[src/rtl/ccc_pkg.sv]
// ----------------------------------------------------------------------------
// ccc_pkg - circle contact shared definitions
// Widths, pipeline depths, sideband types and the arithmetic step functions
// used by the circle contact pipeline and its root and divide units.
// ----------------------------------------------------------------------------
package ccc_pkg;

    // square root unit: 32 steps in total, spread over registered stages
    localparam int unsigned SQ_STEPS   = 4;
    localparam int unsigned SQ_STAGES  = 8;
    // divider: 31 quotient bits, spread over registered stages
    localparam int unsigned DIV_STEPS  = 4;
    localparam int unsigned DIV_STAGES = 8;
    localparam int unsigned QUO_BITS   = 31;

    // pipeline depth around the two units
    localparam int unsigned FRONT_STAGES = 6;
    localparam int unsigned BACK_STAGES  = 6;
    localparam int unsigned LATENCY = FRONT_STAGES + SQ_STAGES + 1 + DIV_STAGES
                                    + BACK_STAGES + SQ_STAGES + 1;

    localparam logic [30:0] ONE_Q30  = 31'h4000_0000;
    localparam logic [61:0] HALF_Q30 = 62'h2000_0000;

    // circle pair carried down the pipe
    typedef struct packed {
        logic signed [31:0] ax;
        logic signed [31:0] ay;
        logic signed [31:0] bx;
        logic signed [31:0] by;
        logic [30:0]        ra;
        logic [30:0]        rb;
    } t_circ;

    // sideband alongside the first root
    typedef struct packed {
        t_circ       c;
        logic [30:0] sx;
        logic [30:0] sy;
        logic        coll;
        logic        neg_x;
        logic        neg_y;
        logic        zero;
    } t_sb1;

    // sideband alongside the dividers
    typedef struct packed {
        t_circ c;
        logic  coll;
        logic  neg_x;
        logic  neg_y;
        logic  zero;
    } t_sb2;

    // sideband alongside the depth root
    typedef struct packed {
        logic               coll;
        logic signed [31:0] nx;
        logic signed [31:0] ny;
        logic signed [31:0] sx;
        logic signed [31:0] sy;
        logic signed [31:0] ex;
        logic signed [31:0] ey;
        logic               over;
    } t_sb3;

    // root state: remainder and partial root
    typedef struct packed {
        logic [63:0] v;
        logic [63:0] res;
    } t_sq;

    // divider state
    typedef struct packed {
        logic [61:0] rem;
        logic [31:0] den;
        logic [30:0] quo;
    } t_dv;

    // one step of the digit-by-digit square root
    function automatic t_sq sq_step(t_sq s, int unsigned i);
        logic [63:0] bit_v;
        logic [63:0] t;
        t_sq         r;
        bit_v = 64'd1 << (62 - 2 * i);
        t     = s.res + bit_v;
        r     = s;
        if (s.v >= t) begin
            r.v   = s.v - t;
            r.res = (s.res >> 1) + bit_v;
        end else begin
            r.res = s.res >> 1;
        end
        return r;
    endfunction

    function automatic t_sq sq_stage(t_sq s, int unsigned stg);
        t_sq r;
        r = s;
        for (int unsigned k = 0; k < SQ_STEPS; k++) begin
            r = sq_step(r, stg * SQ_STEPS + k);
        end
        return r;
    endfunction

    // one restoring divide step; steps past the last quotient bit pass through
    function automatic t_dv dv_step(t_dv s, int unsigned j);
        logic [62:0] sh;
        t_dv         r;
        int unsigned b;
        r = s;
        if (j < QUO_BITS) begin
            b  = QUO_BITS - 1 - j;
            sh = 63'(s.den) << b;
            if ({1'b0, s.rem} >= sh) begin
                r.rem    = s.rem - sh[61:0];
                r.quo[b] = 1'b1;
            end
        end
        return r;
    endfunction

    function automatic t_dv dv_stage(t_dv s, int unsigned stg);
        t_dv r;
        r = s;
        for (int unsigned k = 0; k < DIV_STEPS; k++) begin
            r = dv_step(r, stg * DIV_STEPS + k);
        end
        return r;
    endfunction

    // leading zero count of a 32-bit word, 32 for zero
    function automatic logic [5:0] lzc32(logic [31:0] v);
        logic [5:0] n;
        n = 6'd32;
        for (int i = 0; i < 32; i++) begin
            if (v[i]) n = 6'(31 - i);
        end
        return n;
    endfunction

    function automatic logic [31:0] abs33(logic signed [32:0] d);
        logic [32:0] m;
        m = d[32] ? 33'(-d) : 33'(d);
        return m[31:0];
    endfunction

    // centre plus or minus the rounded normal*radius term, saturated
    function automatic logic signed [31:0] rim_pt(logic signed [31:0] c,
                                                  logic [61:0] p,
                                                  logic neg, logic sub);
        logic [61:0]        rnd;
        logic signed [33:0] t;
        logic signed [33:0] s;
        logic signed [31:0] r;
        rnd = p + HALF_Q30;
        t   = $signed({2'b00, rnd[61:30]});
        if (neg) t = -t;
        s = sub ? (34'(c) - t) : (34'(c) + t);
        if (s[33] == s[32] && s[32] == s[31]) r = s[31:0];
        else r = s[33] ? 32'sh8000_0000 : 32'sh7FFF_FFFF;
        return r;
    endfunction

endpackage

[src/rtl/ccc_div.sv]
// ----------------------------------------------------------------------------
// ccc_div - pipelined restoring divider
// 31-bit quotient of a 62-bit numerator by a 32-bit divisor.
// ----------------------------------------------------------------------------
module ccc_div import ccc_pkg::*; (
    input  logic        i_clk,
    input  logic        i_en,
    input  logic [61:0] i_num,
    input  logic [31:0] i_den,
    output logic [30:0] o_quo
);

    t_dv r_st [DIV_STAGES];

    // quotient bits from the top, a few per stage
    for (genvar s = 0; s < DIV_STAGES; s++) begin : g_stg
        t_dv stg_in;
        if (s == 0) begin : g_first
            assign stg_in = '{rem: i_num, den: i_den, quo: 31'd0};
        end else begin : g_next
            assign stg_in = r_st[s-1];
        end
        always_ff @(posedge i_clk) begin
            if (i_en) r_st[s] <= dv_stage(stg_in, s);
        end
    end

    assign o_quo = r_st[DIV_STAGES-1].quo;

endmodule
[config.mk]
export PLATFORM = sky130hd
export DESIGN_NAME = ccc_div
export DESIGN_NICKNAME = d
export VERILOG_FILES = /design/src/rtl/ccc_pkg.sv /design/src/rtl/ccc_div.sv
export SDC_FILE = /design/constraint.sdc
export NUM_CORES = 2
export LEC_CHECK = 0
export ABC_CLOCK_PERIOD_IN_PS = 18600
export BUFFER_PORTS_ARGS = -buffer_cell sky130_fd_sc_hd__buf_2
export CAP_MARGIN = 20
export CORE_MARGIN = 5
export CORE_UTILIZATION = 40
export DETAILED_ROUTE_END_ITERATION = 16
export GPL_ROUTABILITY_DRIVEN = 0
export MAX_ROUTING_LAYER = met4
export PLACE_DENSITY = 0.62
export SLEW_MARGIN = 0
export SYNTH_ARGS = -nofsm -noshare
export SYNTH_HDL_FRONTEND = slang
export SYNTH_SLANG_ARGS = --single-unit
[constraint.sdc]
create_clock -name i_clk -period 18.6 [get_ports i_clk]
set_input_delay 0.93 -clock i_clk [delete_from_list [all_inputs] [get_ports i_clk]]
set_output_delay 0.93 -clock i_clk [all_outputs]
set_load 0.1 [all_outputs]
Word-level counts from Yosys, hierarchy flattened
Memory sizes are Yosys's and may differ from the RTL's.
Index checks and enable logic that the tools add are counted.
- flip-flop bits (word level): 0
- memory bits (writable): 1000
- bits of input ports: 96
- output and inout bits: 31
- word-level logic and storage cells: 189
- memories kept: 1
- add/sub/neg operators: 31
- order comparisons: 31
- mux-type cells: 126
- memory list (name ; depth ; width ; read ports ; clocked after memory_dff ; wr ports ; RTL line ; text):
    r_st ; 8 ; 125 ; 8 ; 0 ; 8 ; ccc_div.sv:13 ; t_dv r_st [DIV_STAGES];
- operators by type and width (operator ; number):
    $mux W62 ; 62
    $mux W1 ; 64
    $ge A62 B32 Y1 ; 1
    $ge A62 B33 Y1 ; 1
    $ge A62 B34 Y1 ; 1
    $ge A62 B35 Y1 ; 1
    $ge A62 B36 Y1 ; 1
    $ge A62 B37 Y1 ; 1
    $ge A62 B38 Y1 ; 1
    $ge A62 B39 Y1 ; 1
    $ge A62 B40 Y1 ; 1
    $ge A62 B41 Y1 ; 1
    $ge A62 B42 Y1 ; 1
    $ge A62 B43 Y1 ; 1
    $ge A62 B44 Y1 ; 1
    $ge A62 B45 Y1 ; 1
    $ge A62 B46 Y1 ; 1
    $ge A62 B47 Y1 ; 1
    $ge A62 B48 Y1 ; 1
    $ge A62 B49 Y1 ; 1
    $ge A62 B50 Y1 ; 1
    $ge A62 B51 Y1 ; 1
    $ge A62 B52 Y1 ; 1
    $ge A62 B53 Y1 ; 1
    40 further kinds ; 40

Longest topological paths before layout
An unclocked memory read counts as a cell.
- word-level depth: 13
- depth in mapped cells: 92
- gate-level depth less buffers: 83

Worst setup path after synthesis
Ideal clock, no wire load.
- kind: input-to-reg
- start: in i_num[30]
- end: mem r_st[0][111] (netlist bit), data pin
- setup time: 270 ps
- arrival: 18290 ps
- data required time: 18330 ps
- setup slack: 40 ps
- stages: 89
- path buffers: 9
- path through: inv_1 > ha_1 > inv_1 > fa_1 > a21o_1 > a21oi_1 > o21ai_0 > a21oi_1 > o21ai_0 > a21oi_1 > o21ai_0 > o41ai_1 > o21a_1 > a211oi_1 > a2111o_1 > nand3_1 > o21ai_0 > clkbuf_1 > [53 not listed] > a21boi_0 > o31ai_1 > a2111oi_0 > a2111oi_0 > o31ai_1 > o31a_1 > nor2_1 > o22ai_1 > or4_1 > o2111ai_1 > a21boi_0 > a21boi_0 > and4_1 > clkbuf_1 > clkinv_1 > clkbuf_1 > nor2_1 > a21oi_1
- RTL lines (what ; RTL line ; text):
    from (decl) ; ccc_div.sv:8 ; input logic [61:0] i_num,
    to (decl) ; ccc_div.sv:13 ;

==> flow_summary.toml <==
[run_status]
status = "finished clean"

[synth]
ys_ff_latch = 801
synth_flop_cell = "edfxtp_1"
synthArstFlopShare = 0
yosysUniqueCellTypes = 117
avgSynthCellArea_um2 = 8.130
synth_edf_count = 801
syn_area_mm2 = 0.09466
yosysSeqAreaShare = 0.2541
synth_area_leaders = "edfxtp_1 (25%), ha_1 (13%), xnor2_1 (6.3%), a21oi_1 (5.4%), nand2_1 (4.6%)"
synth_nets = 12762
yosysWarnings = 0
synthCells = 11644
synth_area_leader_cell = "edfxtp_1"
netlist.area_leader.share = 0.2541

[sta]
hold_viol = 0
setup_viol_count_final = 0
fin_hold_ws_ps = 386.8
period_share = 0.9393
tightest_slew_ps = 1132
finalCriticalPeriod_ps = 17470
max_freq_mhz = 57.24
setup_tns_ps = 0
slew_headroom = 0.2408
skew_ps = 50.44
drv_slew = 0

[finish]
layout-drive-gt1-share = 0.07153
regMostFlops = "r_st"
largest_reg_flops = 801
mostFrequentLayoutCells = "nand2_1 (1,148), a21oi_1 (1,028), nor2_1 (1,007)"
nets = 12831
areaGrowthSynthToFinish_pct = 8.588
fill_cells = 23293
reg_top3 = "r_st x801"
final_common_cell = "nand2_1"
multi_input_area_mm2 = 0.06718
register_area_mm2 = 0.02405

[cts]
root_buffer = "clkbuf_16"
clkTransAtPathRegs_ps = 70
cts_tree = "built"
ctsHoldBuffers = 0
htreeDepth = 3
clock-sinks = 801
ctsLongestPathBuffers = 3
cts_buffers = 94
clkLatencyLatePin_ps = 760

[routing]
vias = 89567
drtAntennaViolNets = 0
routed_via_density = 5.994
drc = 0
top_layer_used = "met4"
drt_iter0_drc = 8309
drt_pass1_iterations = 6
wl_met1_um = 131400
route.met3.wl_um = 21550
routed_wl_um = 305300
wl_per_cell_um = 20.43
route.met2.wl_um = 141600

[grt]
grt_usage = 0.2421
antenna_found_initial = 12
overflow = 0
grt_pass1_wl_um = 465200
grt_pass1_vias = 83879
grt_max_degree = 167

[worst_setup_path]
r2r_cells = 69
path_max_fanout = 34
critPathLaunchType = "flip-flop"
crit_path_end = "r_st[0][495]"
criticalPathCategory = "reg -> reg"
worst_ep_arrival_time_ps = 17940
critical_path.max_stage_delay_ps = 680
reg2reg_setup_slack_ps = 1130
rr_endpoint = "r_st[0][495]"
crit_required_ps = 19060
worstReg2RegStart = "r_st[0][281]"
startpoint = "r_st[0][281]"
endpoint_kind = "flip-flop"
critPathSlowestCell = "a2111oi_0"
crit_path_frequent_cell = "a21oi_1"

[worst_hold_path]
hp-class = "reg -> reg"

[floorplan]
io_pins = 127
die_w_um = 496.5
core_area_mm2 = 0.2354
die_area_mm2 = 0.2465
die-height_um = 496.5
start_util = 0.4021
rows = 178

[placed_design]
dp_hpwl_um = 249000
port_buffers = 126

[job]
max_cap_viol_count = 0
-- timing repair --
action / in CTS / in global routing
gates cloned: 0 / 2
setup buffers: 0 / 7
pin swaps: 0 / 6
gates resized for setup: 2 / 78
endpoints found under the setup margin: 2 / 295
-- worst min-delay path by stage --
stage                            start           end  slack, ps  depth (start not counted)
final                     r_st[1][274]  r_st[1][399]        390                          0
after global placement    r_st[0][280]  r_st[0][405]        400                          0
after CTS                     i_den[4]   r_st[0][35]        330                          1
after global routing          i_den[4]   r_st[0][35]        350                          1
after detailed placement  r_st[0][152]  r_st[0][277]        400                          0
after floorplan            r_st[0][27]  r_st[0][152]        400                          0
-- critical path, delay by kind of cell (launching register included) --
kind                       cells  cell delay (ps)
adders and majority gates      5             1520
buffers and inverters          8             1530
DFF                            1              590
and+or+nand+nor               12             2650
xor gates and xnor gates       1              100
AOI/OAI and AO/OA             42            10490
muxes                          1              270
-- per-layer routing --
layer	GRT usage	vias up
met5	-	-
met4	0.07800	0
met3	0.03413	551
met2	0.3951	3188
met1	0.3100	42636
li1	-	43192
-- final cells by class --
| class | count | area share |
|---|---|---|
| inverters | 642 | 0.02349 |
| multi-input cells | 9882 | 0.6536 |
| clock buffers | 107 | 0.02336 |
| repair inverters | 1 | 0.00007303 |
| diodes | 9 | 0.0002191 |
| clock inverters | 61 | 0.006938 |
| repair buffers | 291 | 0.02000 |
| flip-flops and latches | 801 | 0.2340 |
| well taps | 3150 | 0.03834 |
-- Yosys cell counts, types with 144 or more instances --
cell type and number:
nand3_1 284, ha_1 992, xnor2_1 678, o21ai_0 839
clkbuf_1 233, o31ai_1 144, xor2_1 349, nor2_1 1008
inv_1 627, edfxtp_1 801, a21o_1 418, mux2_2 162
nor3_1 264, nand2_1 1148, nor2b_1 175, a21oi_1 1029
nand2b_1 188, o21a_1 148, nand4_1 243
-- cells by family (layout without fill, tap and decap cells) --
logic type / after synthesis / count (layout) / synth area share
AOI/OAI and AO/OA: 3472 / 3472 / 0.2312
adders and majority gates: 1022 / 1022 / 0.1375
and+or+nand+nor: 4140 / 4141 / 0.2168
xor gates and xnor gates: 1028 / 1028 / 0.09519
muxes: 219 / 219 / 0.02554
DFF: 801 / 801 / 0.2541
other: 0 / 9 / 0
buffers and inverters: 962 / 1102 / 0.03974
-- per-stage QoR --
stage / util / instance area [um^2] / cells / worst slack [ps]
finish: 0.4367 / 102800 / 14944 / 1128
global route: 0.4366 / 102800 / 14940 / -52.67
CTS: 0.4348 / 102400 / 14921 / 100.8
detailed placement: 0.4216 / 99240 / 14753 / -5.748
global placement: 0.4216 / 99240 / 14753 / 122.2
floorplan: - / 94660 / 11644 / 39.53
Power is left out: the tool's default activity adds up to more than one toggle a clock period on the data nets, which glitch-free logic cannot reach.
